==> src/hdl/sfce_pkg.sv <==
// Shared types, codes and constants for the serial flow control engine.
package sfce_pkg;

    // Stream payload widths.
    localparam int S_TDATA_W = 16;
    localparam int S_TUSER_W = 4;
    localparam int M_TDATA_W = 32;
    localparam int CFG_ADDR_W = 1;
    localparam int CFG_DATA_W = 8;
    localparam int RX_COUNT_W = 7;

    // Item kinds carried on s_tuser.
    localparam logic [S_TUSER_W-1:0] KIND_RX_BYTE  = 4'd0;
    localparam logic [S_TUSER_W-1:0] KIND_TX_EMPTY = 4'd1;
    localparam logic [S_TUSER_W-1:0] KIND_MODEM    = 4'd2;
    localparam logic [S_TUSER_W-1:0] KIND_LOAD     = 4'd3;
    localparam logic [S_TUSER_W-1:0] KIND_DRAIN    = 4'd4;
    localparam logic [S_TUSER_W-1:0] KIND_INHIBIT  = 4'd5;
    localparam logic [S_TUSER_W-1:0] KIND_CREADY   = 4'd6;
    localparam logic [S_TUSER_W-1:0] KIND_CANCEL   = 4'd7;
    localparam logic [S_TUSER_W-1:0] KIND_HUPQ     = 4'd8;

    // Configuration register indexes.
    localparam logic [CFG_ADDR_W-1:0] CFG_XOFF_CHAR = 1'b0;
    localparam logic [CFG_ADDR_W-1:0] CFG_RAW_MODE  = 1'b1;

    localparam logic [7:0] XOFF_RESET = 8'd19;
    localparam logic       RAW_RESET  = 1'b1;

    // Line flag bits.
    localparam int FL_DONE   = 0;
    localparam int FL_QUEUED = 1;
    localparam int FL_SWRDY  = 2;
    localparam int FL_CTS    = 3;
    localparam int FL_HUP    = 4;
    localparam logic [4:0] FLAGS_RESET = 5'b00100;

    // Controller states.
    typedef enum logic [5:0] {
        ST_IDLE = 6'b000001,
        ST_EXEC = 6'b000010,
        ST_SEND = 6'b000100,
        ST_EMIT = 6'b001000,
        ST_DRD  = 6'b010000,
        ST_DOUT = 6'b100000
    } sfce_state_t;

    // Commands from the controller to the datapath.
    typedef struct packed {
        logic accept;
        logic exec;
        logic send;
        logic emit;
        logic drain_rd;
        logic drain_load;
    } sfce_cmd_t;

    // Status from the datapath to the controller.
    typedef struct packed {
        logic send_pend;
        logic drain;
        logic drain_empty;
        logic drain_last;
        logic out_free;
    } sfce_stat_t;

    // Packs one result item, first field in the lowest bits.
    function automatic logic [M_TDATA_W-1:0] pack_result(
        input logic                  tx_valid,
        input logic [7:0]            tx_byte,
        input logic                  rts,
        input logic [7:0]            rx_byte,
        input logic [RX_COUNT_W-1:0] rx_count,
        input logic                  out_done,
        input logic                  hangup
    );
        return {5'd0, hangup, out_done, rx_count, rx_byte, rts, tx_byte, tx_valid};
    endfunction

endpackage

==> src/hdl/sfce_ram.sv <==
// Generic single-write, single-read RAM with registered read data.
module sfce_ram #(
    parameter int WIDTH = 8,
    parameter int DEPTH = 32
) (
    input  logic                     aclk,
    input  logic                     we,
    input  logic [$clog2(DEPTH)-1:0] waddr,
    input  logic [WIDTH-1:0]         wdata,
    input  logic                     re,
    input  logic [$clog2(DEPTH)-1:0] raddr,
    output logic [WIDTH-1:0]         rdata
);

    logic [WIDTH-1:0] mem [DEPTH];
    logic [WIDTH-1:0] rdata_reg;

    // Write port and registered read port.
    always_ff @(posedge aclk) begin
        if (we) begin
            mem[waddr] <= wdata;
        end
        if (re) begin
            rdata_reg <= mem[raddr];
        end
    end

    assign rdata = rdata_reg;

endmodule

==> src/hdl/sfce_ctrl.sv <==
// Controller state machine that sequences one item at a time through the datapath.
module sfce_ctrl
    import sfce_pkg::*;
(
    input  logic       aclk,
    input  logic       aresetn,
    input  logic       s_tvalid,
    output logic       s_tready,
    input  sfce_stat_t stat,
    output sfce_cmd_t  cmd
);

    sfce_state_t state_reg, state_next;

    // State register.
    always_ff @(posedge aclk) begin
        if (!aresetn) begin
            state_reg <= ST_IDLE;
        end else begin
            state_reg <= state_next;
        end
    end

    // Next state and command decode.
    always_comb begin
        state_next = state_reg;
        cmd        = '0;
        s_tready   = 1'b0;
        unique case (state_reg)
            ST_IDLE: begin
                s_tready = 1'b1;
                if (s_tvalid) begin
                    cmd.accept = 1'b1;
                    state_next = ST_EXEC;
                end
            end
            ST_EXEC: begin
                cmd.exec = 1'b1;
                if (stat.drain) begin
                    state_next = stat.drain_empty ? ST_EMIT : ST_DRD;
                end else begin
                    state_next = stat.send_pend ? ST_SEND : ST_EMIT;
                end
            end
            ST_SEND: begin
                cmd.send   = 1'b1;
                state_next = ST_EMIT;
            end
            ST_EMIT: begin
                if (stat.out_free) begin
                    cmd.emit   = 1'b1;
                    state_next = ST_IDLE;
                end
            end
            ST_DRD: begin
                cmd.drain_rd = 1'b1;
                state_next   = ST_DOUT;
            end
            ST_DOUT: begin
                if (stat.out_free) begin
                    cmd.drain_load = 1'b1;
                    if (stat.drain_last) begin
                        state_next = ST_IDLE;
                    end
                end
            end
            default: begin
                state_next = ST_IDLE;
            end
        endcase
    end

    // A result is only loaded when the output register can take it.
    a_load_when_free: assert property (@(posedge aclk) disable iff (!aresetn)
        (cmd.emit || cmd.drain_load) |-> stat.out_free)
        else $error("result loaded while output register busy");

    // Only one item is in work at a time.
    a_one_item: assert property (@(posedge aclk) disable iff (!aresetn)
        (s_tvalid && s_tready) |=> !s_tready)
        else $error("second item accepted while one is in work");

endmodule

==> src/hdl/sfce_datapath.sv <==
// Datapath: item register, line state, input and output stores, and result register.
module sfce_datapath
    import sfce_pkg::*;
#(
    parameter int IN_DEPTH  = 32,
    parameter int HIGH_MARK = 24,
    parameter int OUT_DEPTH = 64
) (
    input  logic                  aclk,
    input  logic                  aresetn,
    input  sfce_cmd_t             cmd,
    output sfce_stat_t            stat,
    input  logic [S_TDATA_W-1:0]  s_tdata,
    input  logic [S_TUSER_W-1:0]  s_tuser,
    input  logic                  cfg_we,
    input  logic [CFG_ADDR_W-1:0] cfg_addr,
    input  logic [CFG_DATA_W-1:0] cfg_wdata,
    output logic                  m_tvalid,
    input  logic                  m_tready,
    output logic [M_TDATA_W-1:0]  m_tdata,
    output logic                  m_tlast
);

    localparam int IN_AW  = $clog2(IN_DEPTH);
    localparam int IN_CW  = $clog2(IN_DEPTH + 1);
    localparam int OUT_AW = $clog2(OUT_DEPTH);
    localparam int OUT_CW = $clog2(OUT_DEPTH + 1);
    localparam logic [7:0]        HMARK8    = 8'(HIGH_MARK);
    localparam logic [IN_CW-1:0]  IN_FULL   = IN_CW'(IN_DEPTH);
    localparam logic [OUT_CW-1:0] OUT_FULL  = OUT_CW'(OUT_DEPTH);

    // Configuration registers.
    logic [7:0] xoff_reg;
    logic       raw_reg;

    // Item register.
    logic [S_TUSER_W-1:0] kind_reg;
    logic [7:0]           byte_reg;
    logic                 flag_reg, txr_reg, cts_reg, car_reg, dcar_reg;

    // Line state.
    logic [IN_CW-1:0]  fill_reg, fill_next;
    logic              rts_reg, rts_next;
    logic              cr_reg, cr_next;
    logic [OUT_CW-1:0] head_reg, head_next;
    logic [OUT_CW-1:0] tail_reg, tail_next;
    logic [4:0]        flags_reg, flags_next;

    // Per-item work state.
    logic              hup_reg, hup_next;
    logic              sent_reg, sent_next;
    logic [IN_CW-1:0]  cnt_reg, cnt_next;
    logic [IN_AW-1:0]  idx_reg, idx_next;

    // Output register.
    logic                 m_tvalid_reg, m_tvalid_next;
    logic [M_TDATA_W-1:0] m_tdata_reg, m_tdata_next;
    logic                 m_tlast_reg, m_tlast_next;

    // Store ports.
    logic             in_we, in_re;
    logic [IN_AW-1:0] in_raddr;
    logic [7:0]       in_rdata;
    logic             out_we, out_re;
    logic [7:0]       out_rdata;

    logic              send_pend;
    logic              can_send;
    logic [OUT_CW-1:0] head_inc;
    logic [7:0]        fill_inc8;
    logic              drain_last;
    logic              out_free;

    // Configuration writes.
    always_ff @(posedge aclk) begin
        if (!aresetn) begin
            xoff_reg <= XOFF_RESET;
            raw_reg  <= RAW_RESET;
        end else if (cfg_we) begin
            unique case (cfg_addr)
                CFG_XOFF_CHAR: xoff_reg <= cfg_wdata;
                CFG_RAW_MODE:  raw_reg  <= cfg_wdata[0];
                default: ;
            endcase
        end
    end

    // Capture the accepted item.
    always_ff @(posedge aclk) begin
        if (cmd.accept) begin
            kind_reg <= s_tuser;
            byte_reg <= s_tdata[7:0];
            flag_reg <= s_tdata[8];
            txr_reg  <= s_tdata[9];
            cts_reg  <= s_tdata[10];
            car_reg  <= s_tdata[11];
            dcar_reg <= s_tdata[12];
        end
    end

    // Control state registers.
    always_ff @(posedge aclk) begin
        if (!aresetn) begin
            fill_reg     <= '0;
            rts_reg      <= 1'b1;
            cr_reg       <= 1'b1;
            head_reg     <= '0;
            tail_reg     <= '0;
            flags_reg    <= FLAGS_RESET;
            m_tvalid_reg <= 1'b0;
        end else begin
            fill_reg     <= fill_next;
            rts_reg      <= rts_next;
            cr_reg       <= cr_next;
            head_reg     <= head_next;
            tail_reg     <= tail_next;
            flags_reg    <= flags_next;
            m_tvalid_reg <= m_tvalid_next;
        end
    end

    // Work and payload registers.
    always_ff @(posedge aclk) begin
        hup_reg     <= hup_next;
        sent_reg    <= sent_next;
        cnt_reg     <= cnt_next;
        idx_reg     <= idx_next;
        m_tdata_reg <= m_tdata_next;
        m_tlast_reg <= m_tlast_next;
    end

    assign fill_inc8  = 8'(fill_reg) + 8'd1;
    assign drain_last = (IN_CW'(idx_reg) + IN_CW'(1)) == cnt_reg;
    assign out_free   = !m_tvalid_reg || m_tready;
    assign can_send   = (head_reg < tail_reg) && (head_reg < OUT_FULL);
    assign head_inc   = head_reg + OUT_CW'(can_send);

    // Item execution, transmit attempt, drain walk and result loading.
    always_comb begin
        fill_next     = fill_reg;
        rts_next      = rts_reg;
        cr_next       = cr_reg;
        head_next     = head_reg;
        tail_next     = tail_reg;
        flags_next    = flags_reg;
        hup_next      = hup_reg;
        sent_next     = sent_reg;
        cnt_next      = cnt_reg;
        idx_next      = idx_reg;
        m_tvalid_next = m_tvalid_reg && !m_tready;
        m_tdata_next  = m_tdata_reg;
        m_tlast_next  = m_tlast_reg;
        send_pend     = 1'b0;
        in_we         = 1'b0;
        out_we        = 1'b0;
        in_re         = 1'b0;
        in_raddr      = idx_reg;
        out_re        = 1'b0;

        // Apply the item's own effect on the line state.
        if (cmd.exec) begin
            hup_next  = 1'b0;
            sent_next = 1'b0;
            unique case (kind_reg)
                KIND_RX_BYTE: begin
                    if (!raw_reg) begin
                        if (byte_reg == xoff_reg) begin
                            flags_next[FL_SWRDY] = 1'b0;
                        end else if (!flags_reg[FL_SWRDY]) begin
                            flags_next[FL_SWRDY] = 1'b1;
                            send_pend = txr_reg;
                        end
                    end
                    if (fill_reg < IN_FULL) begin
                        in_we     = 1'b1;
                        fill_next = fill_reg + IN_CW'(1);
                        if (fill_inc8 == HMARK8) begin
                            rts_next = 1'b0;
                        end
                    end
                end
                KIND_TX_EMPTY: begin
                    send_pend = 1'b1;
                end
                KIND_MODEM: begin
                    if (dcar_reg && !car_reg) begin
                        flags_next[FL_HUP] = 1'b1;
                    end
                    if (!cts_reg) begin
                        flags_next[FL_CTS] = 1'b0;
                    end else if (!flags_reg[FL_CTS]) begin
                        flags_next[FL_CTS] = 1'b1;
                        send_pend = txr_reg;
                    end
                end
                KIND_LOAD: begin
                    if (!flags_reg[FL_QUEUED]) begin
                        if (tail_reg < OUT_FULL) begin
                            out_we    = 1'b1;
                            tail_next = tail_reg + OUT_CW'(1);
                        end
                        if (flag_reg) begin
                            flags_next[FL_QUEUED] = 1'b1;
                            send_pend = txr_reg;
                        end
                    end
                end
                KIND_DRAIN: begin
                    cnt_next  = fill_reg;
                    fill_next = '0;
                    idx_next  = '0;
                    if (!rts_reg && cr_reg) begin
                        rts_next = 1'b1;
                    end
                end
                KIND_INHIBIT: begin
                    flags_next[FL_SWRDY] = !flag_reg;
                end
                KIND_CREADY: begin
                    if (flag_reg) begin
                        cr_next = 1'b1;
                        if (8'(fill_reg) < HMARK8) begin
                            rts_next = 1'b1;
                        end
                    end else begin
                        cr_next  = 1'b0;
                        rts_next = 1'b0;
                    end
                end
                KIND_CANCEL: begin
                    flags_next[FL_DONE]   = 1'b0;
                    flags_next[FL_QUEUED] = 1'b0;
                    head_next = '0;
                    tail_next = '0;
                end
                KIND_HUPQ: begin
                    if (flags_reg[FL_HUP]) begin
                        hup_next = 1'b1;
                        flags_next[FL_HUP] = 1'b0;
                    end
                end
                default: ;
            endcase
        end

        // Transmit attempt: read the head byte and retire the queue when empty.
        if (cmd.send) begin
            if (flags_reg[FL_CTS] && flags_reg[FL_QUEUED] && flags_reg[FL_SWRDY]) begin
                out_re    = can_send;
                sent_next = can_send;
                if (head_inc >= tail_reg) begin
                    flags_next[FL_DONE]   = 1'b1;
                    flags_next[FL_QUEUED] = 1'b0;
                    head_next = '0;
                    tail_next = '0;
                end else begin
                    head_next = head_inc;
                end
            end
        end

        // Drain walk: the read of the next byte overlaps the load of this one.
        if (cmd.drain_rd) begin
            in_re    = 1'b1;
            in_raddr = idx_reg;
        end
        if (cmd.drain_load) begin
            in_re        = !drain_last;
            in_raddr     = idx_reg + IN_AW'(1);
            idx_next     = idx_reg + IN_AW'(1);
            m_tvalid_next = 1'b1;
            m_tlast_next  = drain_last;
            m_tdata_next  = pack_result(1'b0, 8'd0, rts_reg, in_rdata,
                                        RX_COUNT_W'(cnt_reg), flags_reg[FL_DONE], 1'b0);
        end

        // Single result of a non-drain item or an empty drain.
        if (cmd.emit) begin
            m_tvalid_next = 1'b1;
            m_tlast_next  = 1'b1;
            m_tdata_next  = pack_result(sent_reg, sent_reg ? out_rdata : 8'd0, rts_reg,
                                        8'd0, RX_COUNT_W'(0), flags_reg[FL_DONE],
                                        hup_reg);
        end
    end

    sfce_ram #(
        .WIDTH(8),
        .DEPTH(IN_DEPTH)
    ) u_in_ram (
        .aclk  (aclk),
        .we    (in_we),
        .waddr (fill_reg[IN_AW-1:0]),
        .wdata (byte_reg),
        .re    (in_re),
        .raddr (in_raddr),
        .rdata (in_rdata)
    );

    sfce_ram #(
        .WIDTH(8),
        .DEPTH(OUT_DEPTH)
    ) u_out_ram (
        .aclk  (aclk),
        .we    (out_we),
        .waddr (tail_reg[OUT_AW-1:0]),
        .wdata (byte_reg),
        .re    (out_re),
        .raddr (head_reg[OUT_AW-1:0]),
        .rdata (out_rdata)
    );

    assign stat.send_pend   = send_pend;
    assign stat.drain       = (kind_reg == KIND_DRAIN);
    assign stat.drain_empty = (fill_reg == '0);
    assign stat.drain_last  = drain_last;
    assign stat.out_free    = out_free;

    assign m_tvalid = m_tvalid_reg;
    assign m_tdata  = m_tdata_reg;
    assign m_tlast  = m_tlast_reg;

    // The input fill never passes the store size.
    a_fill_bound: assert property (@(posedge aclk) disable iff (!aresetn)
        fill_reg <= IN_FULL)
        else $error("input fill beyond store size");

    // Sent bytes never overtake loaded bytes.
    a_head_tail: assert property (@(posedge aclk) disable iff (!aresetn)
        head_reg <= tail_reg)
        else $error("output head passed tail");

    // Nothing is sent unless output is queued, so the head rests at zero.
    a_head_idle: assert property (@(posedge aclk) disable iff (!aresetn)
        !flags_reg[FL_QUEUED] |-> head_reg == '0)
        else $error("output head moved while nothing queued");

endmodule

==> src/hdl/serial_flow_control_engine_top.sv <==
// A non-drain item passes through the execute and emit states, with a send state between when it tries a send;
// emit waits for a free output register. A drain of n buffered bytes gives n results, one per cycle while the
// output is not stalled; an empty drain gives one result. Items are handled one at a time; the next item is
// taken once the last result is registered.
// Reset: aresetn is synchronous and active low; stores are not cleared, so no clearing pass.
module serial_flow_control_engine_top
    import sfce_pkg::*;
#(
    parameter int IN_DEPTH  = 32,
    parameter int HIGH_MARK = 24,
    parameter int OUT_DEPTH = 64
) (
    input  logic                  aclk,
    input  logic                  aresetn,
    input  logic                  s_tvalid,
    output logic                  s_tready,
    // data_byte, flag, tx_ready, cts, carrier, carrier_delta, zero fill
    input  logic [S_TDATA_W-1:0]  s_tdata,
    // kind
    input  logic [S_TUSER_W-1:0]  s_tuser,
    output logic                  m_tvalid,
    input  logic                  m_tready,
    // tx_valid, tx_byte, rts, rx_byte, rx_count, out_done, hangup, zero fill
    output logic [M_TDATA_W-1:0]  m_tdata,
    output logic                  m_tlast,
    input  logic                  cfg_we,
    input  logic [CFG_ADDR_W-1:0] cfg_addr,
    input  logic [CFG_DATA_W-1:0] cfg_wdata
);

    sfce_cmd_t  cmd;
    sfce_stat_t stat;

    sfce_ctrl u_ctrl (
        .aclk     (aclk),
        .aresetn  (aresetn),
        .s_tvalid (s_tvalid),
        .s_tready (s_tready),
        .stat     (stat),
        .cmd      (cmd)
    );

    sfce_datapath #(
        .IN_DEPTH  (IN_DEPTH),
        .HIGH_MARK (HIGH_MARK),
        .OUT_DEPTH (OUT_DEPTH)
    ) u_datapath (
        .aclk      (aclk),
        .aresetn   (aresetn),
        .cmd       (cmd),
        .stat      (stat),
        .s_tdata   (s_tdata),
        .s_tuser   (s_tuser),
        .cfg_we    (cfg_we),
        .cfg_addr  (cfg_addr),
        .cfg_wdata (cfg_wdata),
        .m_tvalid  (m_tvalid),
        .m_tready  (m_tready),
        .m_tdata   (m_tdata),
        .m_tlast   (m_tlast)
    );

endmodule

==> config.mk <==
export PLATFORM = sky130hd
export DESIGN_NAME = serial_flow_control_engine_top
export DESIGN_NICKNAME = d
export VERILOG_FILES = /design/src/hdl/sfce_pkg.sv /design/src/hdl/sfce_ram.sv /design/src/hdl/sfce_ctrl.sv /design/src/hdl/sfce_datapath.sv /design/src/hdl/serial_flow_control_engine_top.sv
export SDC_FILE = /design/constraint.sdc
export NUM_CORES = 1
export LEC_CHECK = 0
export BUFFER_PORTS_ARGS = -buffer_cell sky130_fd_sc_hd__buf_4
export CAP_MARGIN = 30
export CORE_MARGIN = 2
export CORE_UTILIZATION = 57
export CTS_CLUSTER_DIAMETER = 150
export DETAILED_ROUTE_END_ITERATION = 10
export PLACE_DENSITY = 0.86
export SLEW_MARGIN = 40
export SYNTH_ARGS = -nofsm -noshare
export SYNTH_HDL_FRONTEND = slang
export SYNTH_SLANG_ARGS = --single-unit
==> constraint.sdc <==
create_clock -name aclk -period 4.3 [get_ports aclk]
set_input_delay 1.29 -clock aclk [delete_from_list [all_inputs] [get_ports aclk]]
set_output_delay 1.29 -clock aclk [all_outputs]
set_load 0.01 [all_outputs]
### Word-level counts from Yosys, hierarchy flattened

Memories as Yosys holds them, arrays and structs flattened. A register that Yosys moved wholly into a read port is not among the register bits.
Index checks and enable logic that the tools add are counted.
W data, S select, Z words.

* bits in registers: 100
* bits in writable memories: 768
* word-level logic and storage cells: 190
* memories kept: 2

Memory list
* u_datapath.u_out_ram.mem: words 64, bits a word 8, rd ports 1, clocked after Yosys merged registers in 1, wr ports 1, RTL line sfce_ram.sv:15 `logic [WIDTH-1:0] mem [DEPTH];`
* u_datapath.u_in_ram.mem: words 32, bits a word 8, rd ports 1, clocked after Yosys merged registers in 1, wr ports 1, RTL line sfce_ram.sv:15

* $add $sub $neg: 6
* magnitude comparators: 6
* equality and inequality tests: 27
* muxes and demuxes: 88
* bitwise logic cells: 1
* reduce and logical (&&, ||, !) cells: 33

Operator list (count)
* $mux W7: 11
* $mux W27: 2
* $mux W1: 50
* $mux W6: 6
* $pmux W6 S6: 1
* $mux W5: 5
* $eq A4 B3 Y1 const B: 4
* $lt A7 B7 Y1 const B: 2
* $ne A2 B1 Y1 const B: 7
* $pmux W7 S2: 1
* $pmux W6 S2: 1
* $reduce_and A2 Y1: 6
* $reduce_bool A2 Y1: 6
* $reduce_and A3 Y1: 3
* $eq A4 B2 Y1 const B: 2
* $eq A8 B5 Y1 const B: 1
* $eq A8 B8 Y1: 1
* $mux W2: 4
* $mux W8: 1
* $add A6 B1 Y7 const B: 1
* $add A7 B1 Y7: 1
* $add A7 B1 Y7 const B: 1
* $ge A7 B7 Y1: 1
* $lt A7 B7 Y1: 1
* other kinds (29): 42

### Logic depth before layout (Yosys ltp)

Gate-level depths: netlist (run 1).

* word-level depth: 8
* mapped depth: 18

### Cells and area by module

A second synthesis (run 1) with hierarchy kept.

* cells, all modules: 1833
* area total of the unflattened synthesis: 35208.8 sq um

Modules (own cells, without submodules)
* sfce_ram (u_datapath.u_out_ram): instances 1, cells each 940, area each 20246.9 sq um, sequential area each 15615.0 sq um
* sfce_ram (u_datapath.u_in_ram): instances 1, cells each 417, area each 10133.5 sq um, sequential area each 7927.6 sq um
* sfce_datapath: instances 1, cells each 439, area each 4483.0 sq um, sequential area each 2292.2 sq um
* sfce_ctrl: instances 1, cells each 37, area each 345.3 sq um, sequential area each 120.1 sq um

### Worst setup path after synthesis (run 1)

Ideal clock, no wire load.

* path kind: reg2reg
* start: register u_datapath.tail_reg[1]
* end: register u_datapath.tail_reg[3]
* arrival time: 3.882 ns
* required time: 4.205 ns
* setup slack: 0.322 ns
* stages on the path, launching flop included: 19
* buffers on the path: 0
* cell sequence: dfxtp_1 -> inv_1 -> ha_1 -> a21o_1 -> a21o_1 -> a211oi_1 -> o21bai_1 -> a211oi_1 -> ha_1 -> ha_1 -> nand2_1 -> nor2_1 -> xor2_1 -> ha_1 -> and3_1 -> a221o_1 -> a31oi_1 -> o21ai_2 -> a221oi_1

* longest elaborated chain between the ends: 8
* elaborated cells on any way between the ends: 13

RTL lines
* start, declared: RTL line sfce_datapath.sv:46 `logic [OUT_CW-1:0] tail_reg, tail_next;`
* start signal, assigned: RTL line sfce_datapath.sv:116 `tail_reg <= tail_next;`
* branches (longest 7 deep; another with $lt A7 B7 Y1)
* $mux W7 (*): RTL line sfce_datapath.sv:247 `if (cmd.send) begin`

Mark *: on every way between the ends.
A chain may end at the register's enable or synchronous reset.

### Worst setup path in the final report (run 1)

* start: register u_datapath.tail_reg[1]
* end: register u_datapath.head_reg[4]

* longest elaborated chain between the ends: 7

RTL lines
* $lt A7 B7 Y1: RTL line sfce_datapath.sv:135 `assign can_send = (head_reg < tail_reg) && (head_reg < OUT_FULL);`
* $logic_and A1 B1 Y1: RTL line sfce_datapath.sv:135
* $add A7 B1 Y7: RTL line sfce_datapath.sv:136 `assign head_inc = head_reg + OUT_CW'(can_send);`
* $ge A7 B7 Y1: RTL line sfce_datapath.sv:251 `if (head_inc >= tail_reg) begin`
* $mux W7 (*): RTL line sfce_datapath.sv:251
* $mux W7 (*): RTL line sfce_datapath.sv:248 `if (flags_reg[FL_CTS] && flags_reg[FL_QUEUED] && flags_reg[FL_SWRDY]) begin`
* $mux W7 (*): RTL line sfce_datapath.sv:247
* end signal, assigned: RTL line sfce_datapath.sv:115 `head_reg <= head_next;`
* end, declared: RTL line sfce_datapath.sv:45 `logic [OUT_CW-1:0] head_reg, head_next;`

Mark *: on every way between the ends. The rest lies on a longest branch, timed or not.

==> key figures, run 1 <==
Pwr
  – Maximum VDD drop: 0.557 mV
  – Leakage: 13.6 nW
  – Power density cells: 408 mW/mm^2

Clock network
  – Htree depth: 3
  – CTS tree: yes
  – Root buffer cell: clkbuf_16
  – Hold Buf Count CTS: 0
  – Clock Tree Buf Depth: 3
  – Worst-path clk slew: 0.06 ns
  – TritonCTS Buffers: 86
  – Later-pin clock latency in the skew report: 0.66 ns
  – Sink Count: 884

Final layout
  – Finished Layout Cells: 3343
  – Layout cells sized above 1: 23.2%
  – Most common cell after layout, fill and taps aside: edfxtp_1
  – Area Growth Syn to Fin: 11.9%
  – Commonest cells after routing, fill and taps aside: edfxtp_1 (825), mux4_2 (195), nand2_1 (158)
  – NumNets Final: 2465
  – Max FFs per register: 512

Timing
  – Setup TNS: -0.0552 ns
  – Slew headroom: 42.3%
  – Final Cycle Share: 101%
  – Final Hold Fails: 0
  – F_max: 231 MHz
  – Worst Slack Setup Final: -0.0382 ns
  – Worst slew pin tran: 0.865 ns
  – Max-slew violations: 0
  – Clock Skews: 0.0483 ns
  – Tmin final: 4.34 ns
  – Final setup vio count: 2

Synthesis
  – Ys flop type: edfxtp_1
  – Unique masters post-synth: 76
  – Synth Instances: 2313
  – Syn_area_per_cell: 16.5 um^2
  – Ys async rst share: 0%
  – EDFF count, synth: 825
  – Post-synthesis cell area: 0.0382 mm^2
  – Seq/Total Area, Yosys: 68.0%
  – Number of synthesized register bits: 884
  – Warnings from Yosys: 0

Critical path
  – Worst EP arrival: 4.89 ns
  – Longest individual stage delay on the worst path: 0.42 ns
  – Worst EP required: 4.86 ns
  – Critical path class: flop to flop
  – Worst-path fanout max: 5
  – Element type at the critical path end: flop
  – Element type at the critical path start: flop
  – CP max stage cell: a221o_1
  – CP most frequent cell: ha_1
  – CP Cell Sequence: inv_1 > ha_1 > a21o_1 > a21o_1 > a211oi_2 > o21bai_2 > a211oi_2 > ha_2 > ha_1 > nand2_1 > nor2_2 > xor2_1 > ha_1 > and3_2 > a221o_1 > a311oi_4 > nand3_1 > a21oi_1

Hold path
  – HP Class: flop to flop

Route
  – Final ANT Viol Nets: 0
  – DR vias: 23300
  – Drt drc: 0
  – Vias per inst: 6.98
  – Detailed-router iteration count before antenna repair: 6
  – DR WL/cell: 29.0 um
  – Iter 0 DRT Violations: 3382
  – DRT Wirelength: 96900 um

Global routing
  – Antenna violations before repair: 0
  – Largest net degree at the start of global routing: 114
  – Number of global-route vias before repair: 23100
  – GRT overflow: 0
  – First-pass GRT wire length: 143000 um
  – GRT Total Usage: 27.6%

Floorplan
  – Die Y: 263 um
  – IO Pins: 69
  – DIE WIDTH: 263 um
  – Cell Rows: 94
  – Initial core utilization: 57.8%
  – Core area: 0.0660 mm^2
  – Total die area: 0.0690 mm^2

Placed design
  – DP HPWL: 57100 um
  – GPL Wtd Cong: 0.942
  – Placed Instances: 3183
  – Number of port buffers: 59
  – Setup WS pre-CTS: 0.0417 ns

Run status
  – Failing checks: negative setup slack
  – Outcome: complete, but fails checks

Job
  – Max cap viols: 0
[synth_stat cells, types with 16 or more instances]
master	number	area share, %
a21oi_1	81	1.1
a22oi_1	39	0.77
a31oi_1	33	0.54
buf_1	20	0.20
buf_2	43	0.56
clkbuf_1	74	0.73
dfxtp_1	59	3.1
edfxtp_1	825	65
ha_1	21	0.69
inv_1	17	0.17
mux2_2	64	1.9
mux2i_1	122	3.2
mux4_2	195	12
nand2_1	158	1.6
nand2b_1	16	0.26
nand3_1	43	0.56
nor2_1	158	1.6
o21ai_0	24	0.31
o221ai_1	35	0.80
o22ai_1	41	0.67
[layout make-up]
class | instances | area (um^2)
Antenna cell | 1 | 2.50
Clock buffer | 111 | 2300
Clock inverter | 45 | 394
Fill cell | 4169 | 23300
Inverter | 20 | 75.1
Multi-Input combinational cell | 1267 | 11600
Sequential cell | 884 | 26000
Tap cell | 864 | 1080
Timing Repair Buffer | 151 | 1250
[routing by layer]
layer	global-route usage, %	wire, um	part of all wire [%]
met5	0	0	0
met4	11.8	4730	4.9
met3	5.18	9790	10
met2	45.8	48000	50
met1	36.0	34300	35
[per-stage QoR]
step | area (um^2) | power, W | hold slack, ns | utilization (%)
floorplan | 38200 | 0.0101 | 0.432 | -
global placement | 39800 | 0.0103 | 0.442 | 60.3
detailed placement | 39900 | 0.0104 | 0.446 | 60.4
CTS | 42600 | 0.0175 | 0.460 | 64.5
global route | 42700 | 0.0178 | 0.472 | 64.7
finish | 42700 | 0.0174 | 0.464 | 64.7
[critical path: cells and delay by family (launching register included)]
kind / cells / cell delay (ns)
buf+inv: 1 / 0.08
xor+xnor: 1 / 0.26
simple gates: 4 / 0.66
compound gates: 8 / 1.86
fa+ha+maj: 4 / 1.04
flops: 1 / 0.34
[cells by family (layout without fill, tap and decap cells)]
group	count (synthesis)	after routing	synth area share, %
buf+inv	167	327	1.88
flops	884	884	68.0
simple gates	491	491	5.98
fa+ha+maj	21	21	0.689
xor+xnor	22	22	0.505
compound gates	346	346	6.30
mux	381	381	16.6
other cells	1	7	0.00983
[where the power goes]
part | leakage (nW) | switching [W] | internal [W] | total (W)
clock | 1.32 | 0.00323 | 0.00400 | 0.00723
combinational | 4.39 | 0.000445 | 0.000124 | 0.000569
sequential | 7.87 | 0.0000460 | 0.00960 | 0.00965
total | 13.6 | 0.00372 | 0.0137 | 0.0174
[worst paths after layout]
path | slack [ns] | endpoint | cells after the start | from
max | -0.04 | u_datapath.head_reg[4] | 18 | u_datapath.tail_reg[1]
min | 0.46 | u_datapath.m_tdata[20] | 2 | u_datapath.m_tdata[20]
max reg2reg | -0.04 | u_datapath.head_reg[4] | 18 | u_datapath.tail_reg[1]
min reg2reg | 0.46 | u_datapath.m_tdata[20] | 2 | u_datapath.m_tdata[20]
[what timing repair did]
action | in CTS | in global routing
endpoints found under the setup margin | 0 | 16
gates resized for setup | 0 | 9
buffers inserted | 0 | 1
No activity file was read; power rests on OpenSTA's default activity.
==> run 2, diff against run 1 <==
GPL_TIMING_DRIVEN = 1   (was default)
clock period = 3.85 ns   (was 4.3 ns; I/O delays follow)
==> key figures, run 2 (synthesis results as in run 1) <==
Critical path
  – Worst EP arrival: 4.65 ns
  – Critical path class: flop to flop
  – Element type at the critical path end: flop
  – Longest individual stage delay on the worst path: 0.41 ns
  – Worst-path fanout max: 3
  – Crit path buf inv count: 3
  – CP max stage cell: a221o_1
  – CP Cell Sequence: inv_2 > ha_4 > a21o_1 > a21o_1 > a211oi_2 > o21bai_1 > a211oi_2 > ha_2 > ha_4 > nand2_4 > buf_6 > xnor2_2 > ha_1 > and3_4 > a221o_1 > a311oi_4 > buf_4 > nand3_2 > a21oi_2
  – Element type at the critical path start: flop
  – Crit-path leading delay family: compound AO/OA/AOI/OAI gates
  – Worst EP required: 4.42 ns

Global routing
  – Antenna violations before repair: 0
  – Number of global-route vias before repair: 24000
  – First-pass GRT wire length: 148000 um
  – Largest net degree at the start of global routing: 97
  – GRT overflow: 0
  – GRT Total Usage: 28.4%

Clock network
  – TritonCTS Buffers: 86
  – Root buffer cell: clkbuf_16
  – CTS tree: yes
  – Htree depth: 3
  – Worst-path clk slew: 0.07 ns
  – Sink Count: 884
  – Later-pin clock latency in the skew report: 0.67 ns
  – Hold Buf Count CTS: 0
  – Clock Tree Buf Depth: 3

Final layout
  – Layout cells sized above 1: 26.6%
  – Post-route cell area: 0.0438 mm^2
  – NumNets Final: 2566
  – Final Util: 66.3%
  – Commonest cells after routing, fill and taps aside: edfxtp_1 (825), buf_4 (231), mux4_2 (195)
  – Area Growth Syn to Fin: 14.7%
  – Most common cell after layout, fill and taps aside: edfxtp_1
  – Finished Layout Cells: 3446
  – Max FFs per register: 512

Run status
  – Outcome: complete, but fails checks
  – Failing checks: negative setup slack

Timing
  – Final setup vio count: 16
  – F_max: 245 MHz
  – Max-slew violations: 0
  – Worst slew pin tran: 0.895 ns
  – Clock Skews: 0.0359 ns
  – Final Hold Fails: 0
  – Final Cycle Share: 106%
  – Worst Slack Setup Final: -0.227 ns
  – Slew headroom: 40.4%
  – Tmin final: 4.08 ns
  – Unrepaired setup endpoints after global routing: yes

Route
  – Drt drc: 0
  – DR WL/cell: 28.5 um
  – DR vias: 23800
  – Iter 0 DRT Violations: 3455
  – DRT Wirelength: 98300 um
  – Detailed-router iteration count before antenna repair: 9
  – Vias per inst: 6.90
  – Final ANT Viol Nets: 0

Floorplan
  – DIE WIDTH: 263 um
  – Initial core utilization: 57.8%
  – Die Y: 263 um
  – IO Pins: 69
  – Total die area: 0.0690 mm^2
  – Cell Rows: 94
  – Core area: 0.0660 mm^2

Pwr
  – Leakage: 14.2 nW
  – Power density cells: 456 mW/mm^2
  – Maximum VDD drop: 0.455 mV
  – Total chip power: 0.0199 W

Placed design
  – DP HPWL: 58900 um
  – Placed Instances: 3274
  – Placed cell areas: 0.0407 mm^2
  – GPL Wtd Cong: 1.01
  – Number of port buffers: 59
  – Setup WS pre-CTS: -0.399 ns

Job
  – Max cap viols: 0

Hold path
  – HP Class: flop to flop
==> run 2: changes by cell type in the layout (fill, tap and decap cells not counted), moves of 3 or more <==
cell       delta
buf_4        +98
buf_6         -3
clkinv_2      -4
nor2_1        +4
bufinv_16     +5
nor2_2        -6
buf_12        +4
clkinv_1      +3
clkbuf_1      -5
==> run 2: final timing paths <==
check	to	slack, ns	depth (start not counted)	startpoint
worst max-delay path	u_datapath.head_reg[4]	-0.23	19	u_datapath.tail_reg[1]
worst min-delay path	u_datapath.cr_reg	0.46	2	u_datapath.cr_reg
worst max register to register	u_datapath.head_reg[4]	-0.23	19	u_datapath.tail_reg[1]
worst min register to register	u_datapath.cr_reg	0.46	2	u_datapath.cr_reg
==> run 2: worst min-delay path, cell delays in order, from the launching register on <==
cell and delay (ns):
dfxtp_1 0.32, nand2_1 0.05, nand3_1 0.06
==> run 2: final cells by class <==
class | instances | area, um^2
Multi-Input combinational cell | 1267 | 11700
Tap cell | 864 | 1080
Sequential cell | 884 | 26000
Clock buffer | 110 | 2360
Clock inverter | 48 | 489
Antenna cell | 1 | 2.50
Fill cell | 4017 | 22200
Timing Repair Buffer | 252 | 2090
Inverter | 20 | 75.1
==> run 2: power breakdown <==
| group | internal (W) | switching, W | total [W] |
|---|---|---|---|
| logic | 0.000158 | 0.000505 | 0.000663 |
| clock network | 0.00489 | 0.00362 | 0.00851 |
| registers | 0.0107 | 0.0000497 | 0.0108 |
==> run 2: stage by stage <==
stage	setup TNS (ns)	hold slack, ns
after floorplan	0	0.432
after global placement	-0.778	0.441
after detailed placement	-5.06	0.448
after CTS	-0.120	0.461
after global routing	-3.73	0.474
final	-2.05	0.459
==> run 2: metal layers <==
| layer | vias up | track usage (%) | routed length, um |
|---|---|---|---|
| met2 | 1824 | 47.6 | 48800 |
| met3 | 381 | 4.39 | 9990 |
| met1 | 11900 | 37.0 | 34300 |
| met4 | 0 | 13.3 | 5220 |
| li1 | 9727 | - | - |
| met5 | - | 0 | 0 |
==> run 2: what timing repair did <==
action                                  in CTS  in global routing
resized for setup                           18                  7
pin swaps                                   18                 20
buffers inserted                             5                  7
endpoints found under the setup margin      16                 16
